### src/hdl/ecu_pkg.sv
// ecu_pkg: shared types and constants for the epidemic cell update block
// grid geometry, cell codes, action codes, sequencer states and step struct
// no dependencies

package ecu_pkg;

    // grid geometry: a square torus of GRID_SIZE x GRID_SIZE cells, GRID_SIZE = 2**COORD_W
    localparam int COORD_W   = 6;
    localparam int GRID_SIZE = 2 ** COORD_W;
    localparam int ADDR_W    = 2 * COORD_W;
    localparam int GRID_CELLS = GRID_SIZE * GRID_SIZE;

    // word field widths
    localparam int CELL_W   = 2;
    localparam int DRAW_W   = 7;
    localparam int CHANCE_W = 7;

    // thresholds, one per infected neighbour count 1..8
    localparam int NBR_N     = 8;
    localparam int CFG_IDX_W = $clog2(NBR_N);
    localparam int CNT_W     = $clog2(NBR_N + 1);
    localparam int STEP_W    = $clog2(NBR_N + 1);

    // action codes
    localparam logic ACT_LOAD    = 1'b0;
    localparam logic ACT_COMPUTE = 1'b1;

    // cell state codes
    typedef enum logic [CELL_W-1:0] {
        CELL_SUSCEPTIBLE = 2'd0,
        CELL_EXPOSED     = 2'd1,
        CELL_INFECTED    = 2'd2,
        CELL_OTHER       = 2'd3
    } t_cell;

    // sequencer states
    typedef enum logic [1:0] {
        ST_IDLE,
        ST_READ,
        ST_LAST,
        ST_FINISH
    } t_state;

    // per-cycle control from the sequencer to the evaluator
    typedef struct packed {
        logic start;      // a word was accepted this cycle
        logic load;       // accepted word is a load
        logic rd_vld;     // grid read data is valid this cycle
        logic rd_center;  // read data belongs to the addressed cell
        logic finish;     // result goes to the output register
    } t_step;

endpackage

### src/hdl/ecu_if.sv


// result word channel
interface ecu_out_if;
    logic                          valid;
    logic                          ready;
    logic [ecu_pkg::CELL_W-1:0]    next_state;

    modport source (output valid, next_state, input ready);
    modport sink   (input valid, next_state, output ready);
endinterface

// configuration write channel
interface ecu_cfg_if;
    logic                          valid;
    logic                          ready;
    logic [ecu_pkg::CFG_IDX_W-1:0] index;
    logic [ecu_pkg::CHANCE_W-1:0]  data;

    modport source (output valid, index, data, input ready);
    modport sink   (input valid, index, data, output ready);
endinterface

### src/hdl/ecu_eval.sv
// ecu_eval: threshold registers, neighbour count and result register
// consumes grid read data under sequencer control; uses ecu_pkg, ecu_if

module ecu_eval (
    input  logic                        i_clk,
    input  logic                        i_rst_n,
    input  ecu_pkg::t_step              i_step,
    input  logic [ecu_pkg::CELL_W-1:0]  i_cell_state,
    input  logic [ecu_pkg::DRAW_W-1:0]  i_random_draw,
    input  logic [ecu_pkg::CELL_W-1:0]  i_rdata,
    ecu_cfg_if.sink                     i_cfg,
    ecu_out_if.source                   o_out,
    output logic                        o_out_free
);

    logic [ecu_pkg::CHANCE_W-1:0] r_chance [ecu_pkg::NBR_N];
    logic                         r_is_load;
    logic [ecu_pkg::CELL_W-1:0]   r_load_state;
    logic [ecu_pkg::DRAW_W-1:0]   r_draw;
    logic [ecu_pkg::CELL_W-1:0]   r_center;
    logic [ecu_pkg::CNT_W-1:0]    r_cnt;
    logic                         r_out_valid;
    logic [ecu_pkg::CELL_W-1:0]   r_out_state;
    logic [ecu_pkg::CNT_W-1:0]    cnt_m1;
    logic [ecu_pkg::CHANCE_W-1:0] chance_sel;
    logic [ecu_pkg::CELL_W-1:0]   result;

    // threshold registers, always writable
    assign i_cfg.ready = 1'b1;

    always_ff @(posedge i_clk) begin
        if (!i_rst_n) begin
            for (int i = 0; i < ecu_pkg::NBR_N; i++) begin
                r_chance[i] <= '0;
            end
        end else if (i_cfg.valid) begin
            r_chance[i_cfg.index] <= i_cfg.data;
        end
    end

    // per-word context and neighbour count
    always_ff @(posedge i_clk) begin
        if (i_step.start) begin
            r_is_load    <= i_step.load;
            r_load_state <= i_cell_state;
            r_draw       <= i_random_draw;
            r_cnt        <= '0;
        end else if (i_step.rd_vld) begin
            if (i_step.rd_center) begin
                r_center <= i_rdata;
            end else if (i_rdata == ecu_pkg::CELL_INFECTED) begin
                r_cnt <= r_cnt + 1'b1;
            end
        end
    end

    // threshold for the current count and the decision
    assign cnt_m1     = r_cnt - 1'b1;
    assign chance_sel = r_chance[cnt_m1[ecu_pkg::CFG_IDX_W-1:0]];

    always_comb begin
        priority if (r_is_load) begin
            result = r_load_state;
        end else if (r_center == ecu_pkg::CELL_SUSCEPTIBLE && r_cnt != '0
                     && r_draw < chance_sel) begin
            result = ecu_pkg::CELL_EXPOSED;
        end else begin
            result = r_center;
        end
    end

    // output register
    assign o_out_free = !r_out_valid || o_out.ready;

    always_ff @(posedge i_clk) begin
        if (!i_rst_n) begin
            r_out_valid <= 1'b0;
        end else if (i_step.finish) begin
            r_out_valid <= 1'b1;
        end else if (o_out.ready) begin
            r_out_valid <= 1'b0;
        end
    end

    always_ff @(posedge i_clk) begin
        if (i_step.finish) begin
            r_out_state <= result;
        end
    end

    assign o_out.valid      = r_out_valid;
    assign o_out.next_state = r_out_state;

endmodule

### src/flat_wrapper.sv
// flat-port wrapper written by rule: the top's interface ports become plain ports
module ecu_eval_flat 
  (i_clk, i_rst_n, i_step, i_cell_state, i_random_draw, i_rdata, o_out_free, i_cfg_valid, i_cfg_index, i_cfg_data, i_cfg_ready, o_out_valid, o_out_next_state, o_out_ready);
  ecu_cfg_if i_cfg_i ();
  ecu_out_if o_out_i ();
  input  logic i_clk;
  input  logic i_rst_n;
  input  ecu_pkg::t_step i_step;
  input  logic [ecu_pkg::CELL_W-1:0] i_cell_state;
  input  logic [ecu_pkg::DRAW_W-1:0] i_random_draw;
  input  logic [ecu_pkg::CELL_W-1:0] i_rdata;
  output logic o_out_free;
  input wire logic [$bits(i_cfg_i.valid)-1:0] i_cfg_valid;
  input wire logic [$bits(i_cfg_i.index)-1:0] i_cfg_index;
  input wire logic [$bits(i_cfg_i.data)-1:0] i_cfg_data;
  output wire logic [$bits(i_cfg_i.ready)-1:0] i_cfg_ready;
  output wire logic [$bits(o_out_i.valid)-1:0] o_out_valid;
  output wire logic [$bits(o_out_i.next_state)-1:0] o_out_next_state;
  input wire logic [$bits(o_out_i.ready)-1:0] o_out_ready;
  assign i_cfg_i.valid = i_cfg_valid;
  assign i_cfg_i.index = i_cfg_index;
  assign i_cfg_i.data = i_cfg_data;
  assign i_cfg_ready = i_cfg_i.ready;
  assign o_out_valid = o_out_i.valid;
  assign o_out_next_state = o_out_i.next_state;
  assign o_out_i.ready = o_out_ready;
  ecu_eval u_core (.i_clk(i_clk), .i_rst_n(i_rst_n), .i_step(i_step), .i_cell_state(i_cell_state), .i_random_draw(i_random_draw), .i_rdata(i_rdata), .i_cfg(i_cfg_i), .o_out(o_out_i), .o_out_free(o_out_free));
endmodule
### config.mk
export PLATFORM = sky130hd
export DESIGN_NAME = ecu_eval_flat
export DESIGN_NICKNAME = d
export VERILOG_FILES = /design/src/hdl/ecu_pkg.sv /design/src/hdl/ecu_if.sv /design/src/hdl/ecu_eval.sv /design/src/flat_wrapper.sv
export SDC_FILE = /design/constraint.sdc
export NUM_CORES = 1
export LEC_CHECK = 0
export ABC_AREA = 1
export BUFFER_PORTS_ARGS = -buffer_cell sky130_fd_sc_hd__buf_4
export CELL_PAD_IN_SITES_DETAIL_PLACEMENT = 1
export CELL_PAD_IN_SITES_GLOBAL_PLACEMENT = 1
export CORE_UTILIZATION = 41
export DETAILED_ROUTE_END_ITERATION = 10
export GPL_TIMING_DRIVEN = 0
export MAX_ROUTING_LAYER = met4
export PLACE_DENSITY_LB_ADDON = 0.1
export SYNTH_ARGS = -nofsm -noshare
export SYNTH_HDL_FRONTEND = slang
export SYNTH_SLANG_ARGS = --single-unit
### constraint.sdc
create_clock -name i_clk -period 2.4 [get_ports i_clk]
set_input_delay 0.72 -clock i_clk [delete_from_list [all_inputs] [get_ports i_clk]]
set_output_delay 0.72 -clock i_clk [all_outputs]
set_load 0.005 [all_outputs]
== Yosys cells after proc, flatten, opt, wreduce, memory -nomap -nowiden ==
Memory sizes are Yosys's and may differ from the RTL's.
Index checks and enable logic that the tools add are counted.
Cells by class
  $add $sub $neg: 2
  magnitude comparators: 1
  eq/ne operators: 1
  muxes and demuxes: 11
  bitwise logic cells: 2
  reduce and logical (&&, ||, !) cells: 10
Operators with widths (count)
  $lt A7 B7 Y1: 1
  $mux W1: 7
  $mux W7: 1
  $reduce_or A7 Y1: 1
  $reduce_and A3 Y1: 2
  $add A4 B1 Y4 const B: 1
  $mux W2: 2
  $reduce_bool A4 Y1: 1
  $mux W3: 1
  $sub A3 B1 Y3 const B: 1
  $eq A2 B2 Y1 const B: 1
  $logic_and A1 B1 Y1: 2
  $logic_not A2 Y1: 1
  $not A1 Y1: 2
  $reduce_bool A2 Y1: 1
  $logic_not A1 Y1: 1
  $logic_or A1 B1 Y1: 1
Storage, ports and cells
  register bits: 19
  RAM bits: 56
  input port bits: 30
  word-level logic and storage cells: 35
  memories: 1
Memories
  u_core.r_chance: words 8, bits a word 7, rd ports 1, clocked after Yosys merged registers in 0, write ports 8, line ecu_eval.sv:16  | logic [ecu_pkg::CHANCE_W-1:0] r_chance [ecu_pkg::NBR_N];

== Longest topological paths before layout ==
An unclocked memory read counts as a cell.
  word-level depth: 6
  mapped depth: 17
  mapped depth without buffers: 14

== Worst setup path before layout ==
Ideal clock, no wire load.
  path type: register to register
  start: register u_core.r_cnt[0] (netlist name)
  end: register u_core.r_out_state (netlist bit u_core.o_out.next_state[0]) (data pin)
  setup time: 0.146 ns
  arrival time: 2.460 ns
  data required time: 2.254 ns
  path slack: -0.206 ns
  stages on the path, launching flop included: 15
  path buffers: 3
  cell sequence: dfxtp_1 -> inv_2 -> buf_6 -> buf_2 -> ha_1 -> inv_1 -> clkbuf_1 -> o21ai_0 -> o221ai_1 -> o21ai_0 -> ha_1 -> a21o_1 -> a21oi_1 -> nand2_1 -> a21oi_1
On the way
  longest elaborated chain between the ends: 6
  elaborated cells between the ends (all ways): 8
RTL lines
  start: declaration: line ecu_eval.sv:21  | logic [ecu_pkg::CNT_W-1:0] r_cnt;
  start signal: assignment: line ecu_eval.sv:52  | r_cnt <= r_cnt + 1'b1;
  $sub A3 B1 Y3: line ecu_eval.sv:58  | assign cnt_m1 = r_cnt - 1'b1;
  named net u_core.cnt_m1, one bit: line ecu_eval.sv:24  | logic [ecu_pkg::CNT_W-1:0] cnt_m1;
  $mem_v2 Z8 W7
  $lt A7 B7 Y1: line ecu_eval.sv:65  | && r_draw < chance_sel) begin
  $logic_and A1 B1 Y1: line ecu_eval.sv:65
  $mux W2: line ecu_eval.sv:64  | end else if (r_center == ecu_pkg::CELL_SUSCEPTIBLE && r_cnt != '0
  $mux W2: line ecu_eval.sv:62  | priority if (r_is_load) begin
  named net u_core.result, one bit: line ecu_eval.sv:26  | logic [ecu_pkg::CELL_W-1:0] result;
  end signal: assignment: line ecu_eval.sv:87  | r_out_state <= result;
  end: declaration: line ecu_eval.sv:23  | logic [ecu_pkg::CELL_W-1:0] r_out_state;
The timed path passes the listed nets, and every way through them passes these cells.
A chain may end at the register's enable or synchronous reset.

== Worst setup path in the final report ==
  start: register u_core.r_cnt[1] (netlist name)
  end: register u_core.r_out_state (netlist bit u_core.o_out.next_state[0]) (data pin)
On the way
  longest elaborated chain between the ends: 6
  elaborated cells between the ends (all ways): 8
RTL lines (line)
  $sub A3 B1 Y3: ecu_eval.sv:58
  $mem_v2 Z8 W7
  $lt A7 B7 Y1: ecu_eval.sv:65
  $logic_and A1 B1 Y1 *: ecu_eval.sv:65
  $mux W2 *: ecu_eval.sv:64
  $mux W2 *: ecu_eval.sv:62
  named net u_core.result, one bit: ecu_eval.sv:26
The timed path passes the listed nets; every way through them passes the cells marked *.

==> run_results.csv <==
group,metric,value,unit
synthesis,netlist-cell-type-count,25,
critical_path,critPathKind,"flop to flop",
cells_and_area,syn2layout_area_growth,23.04,%
timing,hold_viol_final,0,
route,drt_first_pass_iters,4,
die,core_area,7848,sq um
route,drc,0,
power,p_int,2138,uW
route,ant_nets,0,
synthesis,synth_cells,326,
power,p_total,2880,uW
clock_tree,htree_levels,3,
timing,finalCritPeriodShare,0.9648,
global_route,track_usage,0.2304,
timing,finalMaxSlewViolations,0,
clock_tree,clock_path_buffers,2,
die,dieArea,8619,sq um
critical_path,cp_num_buf_inv,4,
critical_path,critPathLaunchType,"flop",
power,worst_ir_drop_vdd,0.0003690,V
placement,portBuffers,32,
timing,fmax,431.9,MHz
clock_tree,insertion_delay,0.36,ns
power,cellPowerDensity,691.8,nW/um^2
power,power_frac_seq,0.536,
critical_path,crit_top_cell,"nand2_1",
synthesis,syn-num-nets,365,
run,maxCapViolations,0,
critical_path,max_stage_delay,0.37,ns
route,drt_wl_total,8663,um
critical_path,crit_chain,"inv_2 -> ha_4 -> buf_8 -> buf_6 -> o21ai_1 -> o22ai_1 -> o21ai_1 -> ha_1 -> nand2_1 -> inv_1 -> nand2_1 -> nand2_1 -> nand2_1 -> nand2_1 -> a21oi_2",
critical_path,crit_family,"adder cells",
die,die_w,92.84,um
placement,dp_hpwl,6079,um
critical_path,cp.required,2.51,ns
die,start_util,0.4311,
clock_tree,cts-buffers-inserted,9,
cells_and_area,nFillCells,897,
critical_path,arrival,2.43,ns
timing,fin_crit,2.315,ns
critical_path,crit_slowest_cell,"dfxtp_2",
power,switching_share,0.2575,
route,vias_per_cell,5.118,
worst_hold_path,hold_class,"flop to flop",
synthesis,syn_area,3383,sq um
cells_and_area,drive_gt1_frac,0.2298,
power,switchingPower,741.6,uW
die,die_h,92.84,um
synthesis,syn_avg_cell_area,10.38,sq um
power,pwr-share-clk,0.348,
global_route,grt_max_degree,16,
die,rows,32,
route,dr_total_vias,2482,
timing,setup_ws,0.08457,ns
placement,place_congestion,0.8465,
clock_tree,cts_tree,"yes",
synthesis,ys_warn_count,0,
route,wire_per_inst,17.86,um
global_route,grt_pass1_vias,2694,
synthesis,yosysSeqAreaShare,0.6509,
global_route,gr-total-overflow,0,
critical_path,end_kind,"flop",
timing,finClkSkew,0.006293,ns
cells_and_area,final_nets,417,
die,io-pin-count,35,
run_status,outcome,"complete, no violations",
route,drtIter0Drc,100,
clock_tree,clk_pin_slew_worst_paths,0.08,ns
clock_tree,cts-root-buf,"clkbuf_8",
global_route,grt_pass1_wl,13930,um
clock_tree,cts.sinks,75,
placement,dp_worst_setup_slack,-0.6154,ns
power,p_leak,0.001697,uW
critical_path,path_max_fanout,6,
timing,finalSetupViolations,0,
power,power_frac_comb,0.116,
global_route,grt_antenna_before_repair,0,
synthesis,ys_ff_latch,75,
cells_and_area,diodes,0,
-- per-stage QoR --
| stage | cell area (sq um) | utilization | cells | TNS, ns | hold WS (ns) |
|---|---|---|---|---|---|
| after floorplan | 3407 | - | 326 | 0 | 0.4944 |
| after global placement | 3775 | 0.4810 | 460 | -0.5958 | 0.4816 |
| after detailed placement | 3775 | 0.4810 | 460 | -0.6154 | 0.4927 |
| after CTS | 4101 | 0.5226 | 484 | -0.05251 | 0.5047 |
| after global routing | 4163 | 0.5305 | 485 | -0.001865 | 0.5209 |
| final | 4163 | 0.5305 | 485 | 0 | 0.4980 |
-- path summary, 6_finish.rpt --
kind / start / to / slack [ns] / cells after the start
min: u_core.o_out.valid / u_core.o_out.valid / 0.50 / 2
min reg2reg: u_core.o_out.valid / u_core.o_out.valid / 0.50 / 2
max: u_core.r_cnt[1] / u_core.o_out.next_state[0] / 0.08 / 15
max reg2reg: u_core.r_cnt[1] / u_core.o_out.next_state[0] / 0.08 / 15
-- cell type report --
class	count	area, sq um	area share
Sequential cell	75	2207	0.5302
Multi-Input combinational cell	212	1111	0.2669
Timing Repair Buffer	43	326.6	0.07845
Tap cell	102	127.6	0.03066
Clock buffer	9	123.9	0.02976
Inverter	28	115.1	0.02765
Clock inverter	7	76.32	0.01833
Buffer	9	75.07	0.01803
-- synth_stat cells, drive strengths merged --
cell | count | area share
conb | 1 | 0.0011
a21o | 1 | 0.0022
nand2 | 42 | 0.047
nor3b | 3 | 0.0067
inv | 28 | 0.031
o21ai | 31 | 0.046
a21boi | 1 | 0.0022
buf | 9 | 0.017
ha | 9 | 0.033
xor2 | 1 | 0.0026
dfxtp | 5 | 0.030
a211oi | 1 | 0.0022
o22ai | 6 | 0.011
nor2 | 93 | 0.10
edfxtp | 70 | 0.62
nand4 | 1 | 0.0019
xnor2 | 1 | 0.0026
clkbuf | 2 | 0.0022
nand3 | 10 | 0.015
a21oi | 3 | 0.0044
nor3 | 2 | 0.0030
o221ai | 6 | 0.016
-- layout by cell type (no fill, tap or decap), drive strengths merged --
master and instances:
nor2 93, edfxtp 70, buf 51, nand2 42, o21ai 31, inv 30, nand3 10, clkbuf 10
ha 9, o22ai 6, o221ai 6, dfxtp 5, nor3b 3, a21oi 3, clkinv 3, nor3 2
xnor2 1, xor2 1, a21o 1, nand4 1, a211oi 1, a21boi 1, conb 1, clkinvlp 1
bufinv 1
-- registers in the layout, summed over array words and instances (netlist names) --
| name | flops |
|---|---|
| u_core.r_chance | 56 |
| u_core.r_draw | 7 |
| u_core.r_cnt | 4 |
| u_core.o_out.next_state | 2 |
| u_core.r_center | 2 |
| u_core.r_load_state | 2 |
| u_core.o_out.valid | 1 |
| u_core.r_is_load | 1 |
-- power groups by stage --
stage / combinational [uW] / clock [uW] / sequential (uW)
finish: 335 / 1000 / 1540
global route: 371 / 1070 / 1550
CTS: 317 / 1030 / 1540
detailed placement: 287 / 0 / 1570
global placement: 277 / 0 / 1570
floorplan: 166 / 0 / 1560
-- metal layers --
layer	routed length, um	vias to the layer above	track usage
met5	0	-	-
met4	282	0	0.1051
met3	336	22	0.04680
met2	4169	64	0.3744
met1	3874	1184	0.2768
li1	-	1212	-
-- worst reg2reg max path, cell delays in order (launching register included) --
cell and delay (ns):
dfxtp_2 0.37, inv_2 0.07, ha_4 0.30, buf_8 0.12, buf_6 0.12, o21ai_1 0.08, o22ai_1 0.21, o21ai_1 0.12
ha_1 0.29, nand2_1 0.05, inv_1 0.05, nand2_1 0.05, nand2_1 0.06, nand2_1 0.05, nand2_1 0.07, a21oi_2 0.05
-- cells by family after synthesis --
logic type      Yosys count  synth area share
flops                    75            0.6509
simple gates            151            0.1760
other cells               1          0.001108
compound gates           49           0.08358
xor+xnor                  2          0.005178
fa+ha+maj                 9           0.03328
buf+inv                  39           0.04993
-- timing repair --
action / 4_1_cts / 5_1_grt
hold buffers: 0 / 0
setup buffers: 8 / 2
gates resized for setup: 28 / 18
setup endpoints to repair: 1 / 1
pin swaps: 16 / 15
gates cloned: 1 / 0
Power figures use the tool's default switching activity.
