## src/hdl/ecu_pkg.sv

```systemverilog
// ecu_pkg: shared types and constants for the epidemic cell update block
// grid geometry, cell codes, action codes, sequencer states and step struct
// no dependencies

package ecu_pkg;

    // grid geometry: a square torus of GRID_SIZE x GRID_SIZE cells, GRID_SIZE = 2**COORD_W
    localparam int COORD_W   = 6;
    localparam int GRID_SIZE = 2 ** COORD_W;
    localparam int ADDR_W    = 2 * COORD_W;
    localparam int GRID_CELLS = GRID_SIZE * GRID_SIZE;

    // word field widths
    localparam int CELL_W   = 2;
    localparam int DRAW_W   = 7;
    localparam int CHANCE_W = 7;

    // thresholds, one per infected neighbour count 1..8
    localparam int NBR_N     = 8;
    localparam int CFG_IDX_W = $clog2(NBR_N);
    localparam int CNT_W     = $clog2(NBR_N + 1);
    localparam int STEP_W    = $clog2(NBR_N + 1);

    // action codes
    localparam logic ACT_LOAD    = 1'b0;
    localparam logic ACT_COMPUTE = 1'b1;

    // cell state codes
    typedef enum logic [CELL_W-1:0] {
        CELL_SUSCEPTIBLE = 2'd0,
        CELL_EXPOSED     = 2'd1,
        CELL_INFECTED    = 2'd2,
        CELL_OTHER       = 2'd3
    } t_cell;

    // sequencer states
    typedef enum logic [1:0] {
        ST_IDLE,
        ST_READ,
        ST_LAST,
        ST_FINISH
    } t_state;

    // per-cycle control from the sequencer to the evaluator
    typedef struct packed {
        logic start;      // a word was accepted this cycle
        logic load;       // accepted word is a load
        logic rd_vld;     // grid read data is valid this cycle
        logic rd_center;  // read data belongs to the addressed cell
        logic finish;     // result goes to the output register
    } t_step;

endpackage

```

## src/hdl/ecu_if.sv

```systemverilog
// ecu_if: valid/ready channel interfaces for input, result and configuration words
// depends on ecu_pkg for field widths

// input word channel
interface ecu_in_if;
    logic                          valid;
    logic                          ready;
    logic                          action;
    logic [ecu_pkg::COORD_W-1:0]   row;
    logic [ecu_pkg::COORD_W-1:0]   col;
    logic [ecu_pkg::CELL_W-1:0]    cell_state;
    logic [ecu_pkg::DRAW_W-1:0]    random_draw;

    modport source (output valid, action, row, col, cell_state, random_draw, input ready);
    modport sink   (input valid, action, row, col, cell_state, random_draw, output ready);
endinterface


```

## src/hdl/ecu_seq.sv

```systemverilog
// ecu_seq: sequencer that accepts input words and walks the grid ram
// issues the write of a load or the nine reads of a compute; uses ecu_pkg, ecu_if

module ecu_seq (
    input  logic                        i_clk,
    input  logic                        i_rst_n,
    ecu_in_if.sink                      i_in,
    input  logic                        i_out_free,
    output ecu_pkg::t_step              o_step,
    output logic                        o_ram_we,
    output logic [ecu_pkg::ADDR_W-1:0]  o_ram_addr,
    output logic [ecu_pkg::CELL_W-1:0]  o_ram_wdata
);

    ecu_pkg::t_state               r_state, n_state;
    logic [ecu_pkg::STEP_W-1:0]    r_k, n_k;
    logic                          r_rd_vld, n_rd_vld;
    logic                          r_rd_center, n_rd_center;
    logic [ecu_pkg::COORD_W-1:0]   r_row, r_col;
    logic [ecu_pkg::COORD_W-1:0]   up, down, left, right;
    logic [ecu_pkg::COORD_W-1:0]   nbr_row, nbr_col;
    logic                          accept;

    localparam logic [ecu_pkg::COORD_W-1:0] COORD_MAX = ecu_pkg::COORD_W'(ecu_pkg::GRID_SIZE - 1);
    localparam logic [ecu_pkg::STEP_W-1:0]  K_LAST    = ecu_pkg::STEP_W'(ecu_pkg::NBR_N);
    localparam logic [ecu_pkg::STEP_W-1:0]  STEP_W_ONE = ecu_pkg::STEP_W'(1);

    assign accept = i_in.valid && i_in.ready;

    // wrapped neighbour coordinates
    assign up    = (r_row == '0) ? COORD_MAX : r_row - 1'b1;
    assign down  = (r_row == COORD_MAX) ? '0 : r_row + 1'b1;
    assign left  = (r_col == '0) ? COORD_MAX : r_col - 1'b1;
    assign right = (r_col == COORD_MAX) ? '0 : r_col + 1'b1;

    // neighbour k of eight, row-major around the cell
    always_comb begin
        case (r_k)
            4'd1:    begin nbr_row = up;    nbr_col = left;  end
            4'd2:    begin nbr_row = up;    nbr_col = r_col; end
            4'd3:    begin nbr_row = up;    nbr_col = right; end
            4'd4:    begin nbr_row = r_row; nbr_col = left;  end
            4'd5:    begin nbr_row = r_row; nbr_col = right; end
            4'd6:    begin nbr_row = down;  nbr_col = left;  end
            4'd7:    begin nbr_row = down;  nbr_col = r_col; end
            default: begin nbr_row = down;  nbr_col = right; end
        endcase
    end

    // next state and ram control
    always_comb begin
        n_state     = r_state;
        n_k         = r_k;
        n_rd_vld    = 1'b0;
        n_rd_center = 1'b0;
        i_in.ready  = 1'b0;
        o_ram_we    = 1'b0;
        o_ram_addr  = {nbr_row, nbr_col};
        o_ram_wdata = i_in.cell_state;
        o_step      = '0;
        o_step.rd_vld    = r_rd_vld;
        o_step.rd_center = r_rd_center;
        unique case (r_state)
            ecu_pkg::ST_IDLE: begin
                i_in.ready = 1'b1;
                o_ram_addr = {i_in.row, i_in.col};
                if (i_in.valid) begin
                    o_step.start = 1'b1;
                    if (i_in.action == ecu_pkg::ACT_LOAD) begin
                        o_step.load = 1'b1;
                        o_ram_we    = 1'b1;
                        n_state     = ecu_pkg::ST_FINISH;
                    end else begin
                        n_rd_vld    = 1'b1;
                        n_rd_center = 1'b1;
                        n_k         = STEP_W_ONE;
                        n_state     = ecu_pkg::ST_READ;
                    end
                end
            end
            ecu_pkg::ST_READ: begin
                n_rd_vld = 1'b1;
                n_k      = r_k + 1'b1;
                if (r_k == K_LAST) begin
                    n_state = ecu_pkg::ST_LAST;
                end
            end
            ecu_pkg::ST_LAST: begin
                n_state = ecu_pkg::ST_FINISH;
            end
            ecu_pkg::ST_FINISH: begin
                if (i_out_free) begin
                    o_step.finish = 1'b1;
                    n_state       = ecu_pkg::ST_IDLE;
                end
            end
            default: begin
                n_state = ecu_pkg::ST_IDLE;
            end
        endcase
    end

    // control registers
    always_ff @(posedge i_clk) begin
        if (!i_rst_n) begin
            r_state     <= ecu_pkg::ST_IDLE;
            r_k         <= '0;
            r_rd_vld    <= 1'b0;
            r_rd_center <= 1'b0;
        end else begin
            r_state     <= n_state;
            r_k         <= n_k;
            r_rd_vld    <= n_rd_vld;
            r_rd_center <= n_rd_center;
        end
    end

    // addressed cell
    always_ff @(posedge i_clk) begin
        if (accept) begin
            r_row <= i_in.row;
            r_col <= i_in.col;
        end
    end

endmodule

```

## src/flat_wrapper.sv

```systemverilog
// flat-port wrapper written by rule: the top's interface ports become plain ports
module ecu_seq_flat 
  (i_clk, i_rst_n, i_out_free, o_step, o_ram_we, o_ram_addr, o_ram_wdata, i_in_valid, i_in_action, i_in_row, i_in_col, i_in_cell_state, i_in_random_draw, i_in_ready);
  ecu_in_if i_in_i ();
  input  logic i_clk;
  input  logic i_rst_n;
  input  logic i_out_free;
  output ecu_pkg::t_step o_step;
  output logic o_ram_we;
  output logic [ecu_pkg::ADDR_W-1:0] o_ram_addr;
  output logic [ecu_pkg::CELL_W-1:0] o_ram_wdata;
  input wire logic [$bits(i_in_i.valid)-1:0] i_in_valid;
  input wire logic [$bits(i_in_i.action)-1:0] i_in_action;
  input wire logic [$bits(i_in_i.row)-1:0] i_in_row;
  input wire logic [$bits(i_in_i.col)-1:0] i_in_col;
  input wire logic [$bits(i_in_i.cell_state)-1:0] i_in_cell_state;
  input wire logic [$bits(i_in_i.random_draw)-1:0] i_in_random_draw;
  output wire logic [$bits(i_in_i.ready)-1:0] i_in_ready;
  assign i_in_i.valid = i_in_valid;
  assign i_in_i.action = i_in_action;
  assign i_in_i.row = i_in_row;
  assign i_in_i.col = i_in_col;
  assign i_in_i.cell_state = i_in_cell_state;
  assign i_in_i.random_draw = i_in_random_draw;
  assign i_in_ready = i_in_i.ready;
  ecu_seq u_core (.i_clk(i_clk), .i_rst_n(i_rst_n), .i_in(i_in_i), .i_out_free(i_out_free), .o_step(o_step), .o_ram_we(o_ram_we), .o_ram_addr(o_ram_addr), .o_ram_wdata(o_ram_wdata));
endmodule
```

## config.mk

```make
export PLATFORM = sky130hd
export DESIGN_NAME = ecu_seq_flat
export DESIGN_NICKNAME = d
export VERILOG_FILES = /design/src/hdl/ecu_pkg.sv /design/src/hdl/ecu_if.sv /design/src/hdl/ecu_seq.sv /design/src/flat_wrapper.sv
export SDC_FILE = /design/constraint.sdc
export NUM_CORES = 1
export LEC_CHECK = 0
export BUFFER_PORTS_ARGS = -buffer_cell sky130_fd_sc_hd__buf_2
export CORE_UTILIZATION = 34
export DETAILED_ROUTE_END_ITERATION = 16
export PLACE_DENSITY = 0.63
export SYNTH_ARGS = -nofsm -noshare
export SYNTH_HDL_FRONTEND = slang
export SYNTH_SLANG_ARGS = --single-unit
```

## constraint.sdc

```tcl
create_clock -name i_clk -period 2.2 [get_ports i_clk]
set_input_delay 0.11 -clock i_clk [delete_from_list [all_inputs] [get_ports i_clk]]
set_output_delay 0.11 -clock i_clk [all_outputs]
set_load 0.1 [all_outputs]
```

# Yosys cells after proc, flatten, opt, wreduce, memory -nomap -nowiden
# Index checks and enable logic that the tools add are counted.
[word_totals]
register_bits = 20
elab_cells = 66
in_bits = 26
[op_classes]
reduce_logical = 12
n_addsub = 5
eq_ne = 17
n_mux = 26
[op_table]
columns = ["cell", "n"]
rows = [
  ["two-way mux 6 bit", 4],
  ["case mux 6 bit (2 select lines)", 2],
  ["== test 4 x 3 -> 1 bit, second input constant", 4],
  ["adder 6 x 1 -> 6 bit, second input constant", 2],
  ["== test 6 bit, second input constant", 2],
  ["zero test 6 bit", 2],
  ["two-way mux 12 bit", 1],
  ["two-way mux 2 bit", 6],
  ["subtractor 6 x 1 -> 6 bit, second input constant", 2],
  ["== test 4 x 2 -> 1 bit, second input constant", 2],
  ["two-way mux 1 bit", 8],
  ["two-way mux 4 bit", 2],
  ["case mux 2 bit (4 select lines)", 1],
  ["case mux 4 bit (2 select lines)", 1],
  ["!= test 2 bit, second input constant", 3],
  ["AND reduction 3 bit", 2],
  ["OR reduction 3 bit", 2],
  ["adder 4 x 1 -> 4 bit, second input constant", 1],
  ["== test 2 bit, second input constant", 2],
  ["== test 4 x 1 -> 1 bit, second input constant", 1],
  ["== test 4 bit, second input constant", 1],
  ["OR reduction 2 bit", 2],
  ["== test 2 x 1 -> 1 bit, second input constant", 1],
  ["zero test 2 bit", 1],
  ["5 further kinds", 5],
]

# Depth between registers and ports, before layout
[depth]
depth_word = 4
mapped_depth = 7
ltp_nobuf = 6

# Worst setup path before layout
# Ideal clock, no wire load.
[synth_timing]
path_kind = "reg2out"
from = "register u_core.r_state[0]"
to = "output port o_step[3] (netlist bit)"
setup_slack_ns = -1.848
path_buffers = 2
path_stages_with_launch = 7
t_arrival_ns = 3.938
cell_sequence = "dfxtp_1 -> inv_1 -> ha_1 -> clkbuf_8 -> and2_1 -> nor2b_1 -> buf_4"
[synth_rtl]
columns = ["element", "line", "source"]
rows = [
  ["start, declared", "ecu_seq.sv:15", "ecu_pkg::t_state r_state, n_state;"],
  ["start signal, assigned", "ecu_seq.sv:106", "r_state <= ecu_pkg::ST_IDLE;"],
  ["start signal, assigned", "ecu_seq.sv:111", "r_state <= n_state;"],
  ["end, declared", "flat_wrapper.sv:8", "output ecu_pkg::t_step o_step;"],
]

# Worst setup path after layout
[layout_timing]
from = "register u_core.r_row[1] (netlist bit)"
to = "output port o_ram_addr[11] (netlist bit)"
[layout_between]
elab_chain_cells = 4
elab_cells_between_ends = 8
classes_between = "add/sub: 2; eq/ne: 1; mux: 4; reduce/logical: 1"
[layout_lines]
columns = ["element", "line", "source"]
rows = [
  ["start, declared", "ecu_seq.sv:19", "logic [ecu_pkg::COORD_W-1:0] r_row, r_col;"],
  ["start signal, assigned", "ecu_seq.sv:121", "r_row <= i_in.row;"],
  ["adder 6 x 1 -> 6 bit, or another cell as far along", "ecu_seq.sv:32", "assign down = (r_row == COORD_MAX) ? '0 : r_row + 1'b1;"],
  ["two-way mux 6 bit (on tied branches)", "ecu_seq.sv:32, ecu_seq.sv:31", ""],
  ["case mux 6 bit (2 select lines) (*)", "ecu_seq.sv:38", "case (r_k)"],
  ["two-way mux 12 bit (*)", "ecu_seq.sv:63", "unique case (r_state)"],
  ["end, declared", "flat_wrapper.sv:10", "output logic [ecu_pkg::ADDR_W-1:0] o_ram_addr;"],
]
# Every way passes the cells marked *; elsewhere a longest branch is shown, timed or not.

==> run_summary.xml <==
<?xml version="1.0" encoding="UTF-8"?>
<metrics>
  <group name="outcome">
    <metric name="status" unit="">finished, violations left</metric>
    <metric name="violations_in_the_final_reports" unit="">negative setup slack</metric>
  </group>
  <group name="floorplanning">
    <metric name="dieArea" unit="mm²">0.005696</metric>
    <metric name="initial_core_util" unit="%">35.71</metric>
    <metric name="core-area" unit="mm²">0.005140</metric>
    <metric name="die_w" unit="µm">75.48</metric>
    <metric name="placement_rows" unit="">26</metric>
    <metric name="floorplan.io_pins" unit="">47</metric>
    <metric name="chipHeight" unit="µm">75.48</metric>
  </group>
  <group name="cells_and_area">
    <metric name="syn2layout_area_growth" unit="%">59.99</metric>
    <metric name="mostFrequentLayoutCell" unit="">sky130_fd_sc_hd__buf_4</metric>
    <metric name="layout.nets" unit="">312</metric>
    <metric name="diodes" unit="">0</metric>
    <metric name="final_cell_count_no_fill" unit="">342</metric>
    <metric name="post_route_cells_drive_above_1_share" unit="%">46.69</metric>
    <metric name="leading_cell_types_in_the_layout_fill_and_taps_excluded" unit="">31 x sky130_fd_sc_hd__buf_4, 20 x sky130_fd_sc_hd__buf_2, 14 x sky130_fd_sc_hd__nand2_1, 14 x sky130_fd_sc_hd__nor2_1, 13 x sky130_fd_sc_hd__inv_1</metric>
  </group>
  <group name="logic_synthesis">
    <metric name="nets_in_the_synthesized_netlist" unit="">257</metric>
    <metric name="synth_cell_area" unit="mm²">0.001836</metric>
    <metric name="ys_async_sr_fraction" unit="%">0</metric>
    <metric name="ys_dominant_reg_cell" unit="">sky130_fd_sc_hd__edfxtp_1</metric>
    <metric name="netlist_instances" unit="">218</metric>
    <metric name="synth.yosys.seq_area_share" unit="%">28.36</metric>
    <metric name="synth-warning-count" unit="">0</metric>
    <metric name="synth_enable_flop_cells" unit="">12</metric>
    <metric name="ys_ff_latch" unit="">20</metric>
    <metric name="synth_cell_types" unit="">59</metric>
    <metric name="synth_area_per_cell" unit="µm²">8.420</metric>
  </group>
  <group name="timing">
    <metric name="setup_viol_count_final" unit="">2</metric>
    <metric name="finalWorstSetupSlack" unit="ns">-0.04559</metric>
    <metric name="worstMarginPinSlew" unit="ns">0.4879</metric>
    <metric name="timing.final.hold_violations" unit="">0</metric>
    <metric name="worst_clock_skew" unit="ns">0.001927</metric>
    <metric name="finalMaxSlewViolations" unit="">0</metric>
    <metric name="period_needed" unit="ns">2.246</metric>
    <metric name="rsz0062_at_grt" unit="">true</metric>
    <metric name="timing.max_slew.rel_slack" unit="%">67.70</metric>
    <metric name="final_critical_path_share_of_the_clock_period" unit="%">102.1</metric>
    <metric name="clock.fmax" unit="MHz">445.3</metric>
  </group>
  <group name="critical_path">
    <metric name="worstPathRequired" unit="ns">2.09</metric>
    <metric name="crit_chain" unit="">buf_4 -&gt; nor4_4 -&gt; a2111oi_2 -&gt; a221oi_2 -&gt; o211ai_1 -&gt; clkbuf_16</metric>
    <metric name="critical_path.endpoint_type" unit="">output pin</metric>
    <metric name="worst-r2r-setup-slack" unit="ns">0.57</metric>
    <metric name="timing.critical_path.fanout_max" unit="">5</metric>
    <metric name="timing.critical_path.max_delay_family" unit="">compound AO/OA/AOI/OAI gates</metric>
    <metric name="setup.worst_path.class" unit="">reg -&gt; out</metric>
    <metric name="crit_cells" unit="">6</metric>
    <metric name="rr_startpoint" unit="">u_core.r_state[0]$_SDFFE_PN0P_</metric>
    <metric name="rr_endpoint" unit="">u_core.r_k[0]$_SDFFE_PN0P_</metric>
    <metric name="arrival" unit="ns">2.14</metric>
    <metric name="critical_path.startpoint_type" unit="">flip-flop</metric>
    <metric name="critPathBufInv" unit="">2</metric>
    <metric name="slowest_delay" unit="ns">0.55</metric>
    <metric name="timing.reg2reg.worst_path_depth" unit="">6</metric>
    <metric name="crit_path_top_delay_cell" unit="">sky130_fd_sc_hd__edfxtp_1</metric>
  </group>
  <group name="hold_path">
    <metric name="hold_path.class" unit="">in -&gt; reg</metric>
    <metric name="holdPathStages" unit="">1</metric>
    <metric name="min_delay_worst_endpoint" unit="">u_core.r_row[2]$_DFFE_PP_</metric>
    <metric name="hold_path.startpoint" unit="">i_in_row[2]</metric>
  </group>
  <group name="detailed_routing">
    <metric name="detail_route.drc_violations" unit="">0</metric>
    <metric name="route.vias.total" unit="">1943</metric>
    <metric name="detailed_routing_iteration_count_for_the_pre_antenna_repair_pass" unit="">4</metric>
    <metric name="detailedRoute.firstIterationViolations" unit="">145</metric>
    <metric name="drt-wirelength-per-cell" unit="µm">16.38</metric>
    <metric name="route.final.wire_length" unit="mm">5.601</metric>
    <metric name="vias_per_cell" unit="">5.681</metric>
    <metric name="final_antenna_net_count" unit="">0</metric>
  </group>
  <group name="global_routing">
    <metric name="grt_pass1_vias" unit="">1794</metric>
    <metric name="antenna_found_initial" unit="">0</metric>
    <metric name="grt-ovfl-total" unit="">0</metric>
    <metric name="grt_max_degree" unit="">16</metric>
    <metric name="grt_pass1_wl" unit="mm">8.411</metric>
    <metric name="gr-usage-all-layers" unit="%">19.51</metric>
  </group>
  <group name="cts">
    <metric name="clock_tree_from_tritoncts" unit="">built</metric>
    <metric name="htree_levels" unit="">1</metric>
    <metric name="clock_tree.root_cell" unit="">sky130_fd_sc_hd__clkbuf_8</metric>
    <metric name="clkLatencyLatePin" unit="ns">0.27</metric>
    <metric name="clk_path_buf_depth" unit="">2</metric>
    <metric name="cts-buffers-inserted" unit="">3</metric>
    <metric name="cts_hold_bufs" unit="">0</metric>
    <metric name="cts_num_sinks" unit="">20</metric>
    <metric name="path_clk_slew" unit="ns">0.08</metric>
  </group>
  <group name="placed_design">
    <metric name="post-place-cells" unit="">317</metric>
    <metric name="gp_congestion" unit="">0.8935</metric>
    <metric name="port-buffer-count" unit="">35</metric>
    <metric name="preCtsSetupSlack" unit="ns">-0.005086</metric>
    <metric name="hpwlAfterDp" unit="mm">3.571</metric>
  </group>
  <group name="run">
    <metric name="max-cap-violations" unit="">0</metric>
  </group>
</metrics>
sequential cells by signal, summed over array words and instances (netlist names):
register and flops:
u_core.r_state 2, u_core.r_rd_center 1, u_core.r_rd_vld 1, u_core.r_row 6, u_core.r_col 6, u_core.r_k 4
cells by family after synthesis:
logic type	synth area share [%]
xor+xnor	1.432
simple gates	24.47
buf+inv	9.202
fa+ha+maj	8.862
flops	28.36
mux	0.5454
compound gates	27.13
area by class of cell:
class | count | area (µm²)
Clock buffer | 4 | 55.05
Fill cell | 448 | 2203
Inverter | 16 | 62.56
Multi-Input combinational cell | 166 | 1568
Sequential cell | 20 | 529.3
Tap cell | 70 | 87.58
Timing Repair Buffer | 66 | 634.4
routing by layer:
metal | wire (µm) | GRT usage [%]
met2 | 2873 | 33.93
met3 | 292 | 4.233
met4 | 76 | 7.407
met1 | 2359 | 23.53
met5 | 0 | 0
cells in the mapped netlist, drive strengths merged, types with 2 or more instances:
cell type / instances / area (µm²)
o31ai: 3 / 22.52
a31oi: 2 / 12.51
nand3: 9 / 45.04
a211o: 3 / 26.28
o221ai: 4 / 35.03
nand2b: 5 / 33.78
nor2: 17 / 63.81
o211ai: 4 / 30.03
a21oi: 6 / 30.03
xnor2: 2 / 17.52
or2: 4 / 27.53
a22o: 2 / 18.77
and2: 4 / 25.03
nor3: 7 / 35.03
buf: 10 / 76.32
a32oi: 3 / 26.28
and3: 2 / 12.51
nand3b: 3 / 22.52
clkbuf: 6 / 32.53
a21boi: 3 / 22.52
a221oi: 5 / 43.79
or3: 4 / 30.03
o21bai: 2 / 15.01
a2111oi: 3 / 26.28
nand2: 15 / 58.81
edfxtp: 12 / 360.4
a2bb2oi: 3 / 26.28
inv: 16 / 60.06
o21ai: 9 / 45.04
o21a: 4 / 30.03
a211oi: 2 / 15.01
dfxtp: 8 / 160.2
ha: 13 / 162.7
nor3b: 4 / 35.03
nor4: 3 / 18.77
nor2b: 4 / 25.02
through the flow:
stage          instance area [µm²]  setup TNS, ns  util (%)  hold WS, ns
2_1_floorplan                 2037         -1.678         -       0.2089
3_3_place_gp                  2474              0     48.13       0.2207
3_5_place_dp                  2474      -0.005086     48.13       0.2207
4_1_cts                       2720       -0.03867     52.92      0.02793
5_1_grt                       2937        -0.7536     57.13      0.01076
6_report                      2937       -0.06479     57.13      0.02694
worst max-delay path by stage:
stage | to | slack [ns] | from
floorplan | o_ram_addr[5] | -0.62 | u_core.r_k[0]$_SDFFE_PN0P_
global placement | o_ram_addr[9] | 0.05 | u_core.r_k[1]$_SDFFE_PN0P_
detailed placement | o_ram_addr[9] | -0.005 | u_core.r_k[1]$_SDFFE_PN0P_
CTS | o_ram_addr[8] | -0.02 | u_core.r_k[3]$_SDFFE_PN0P_
global route | o_ram_addr[5] | -0.13 | u_core.r_k[1]$_SDFFE_PN0P_
finish | o_ram_addr[11] | -0.05 | u_core.r_row[1]$_DFFE_PP_
timing repair:
| action | CTS | global route |
|---|---|---|
| buffers inserted | 12 | 9 |
| endpoints found under the hold margin | 0 | 0 |
| pin swaps | 8 | 9 |
| setup endpoints to repair | 11 | 12 |
| resized for setup | 24 | 28 |
Power is left out: the tool's default activity adds up to more than one toggle a clock period on the data nets, which glitch-free logic cannot reach.
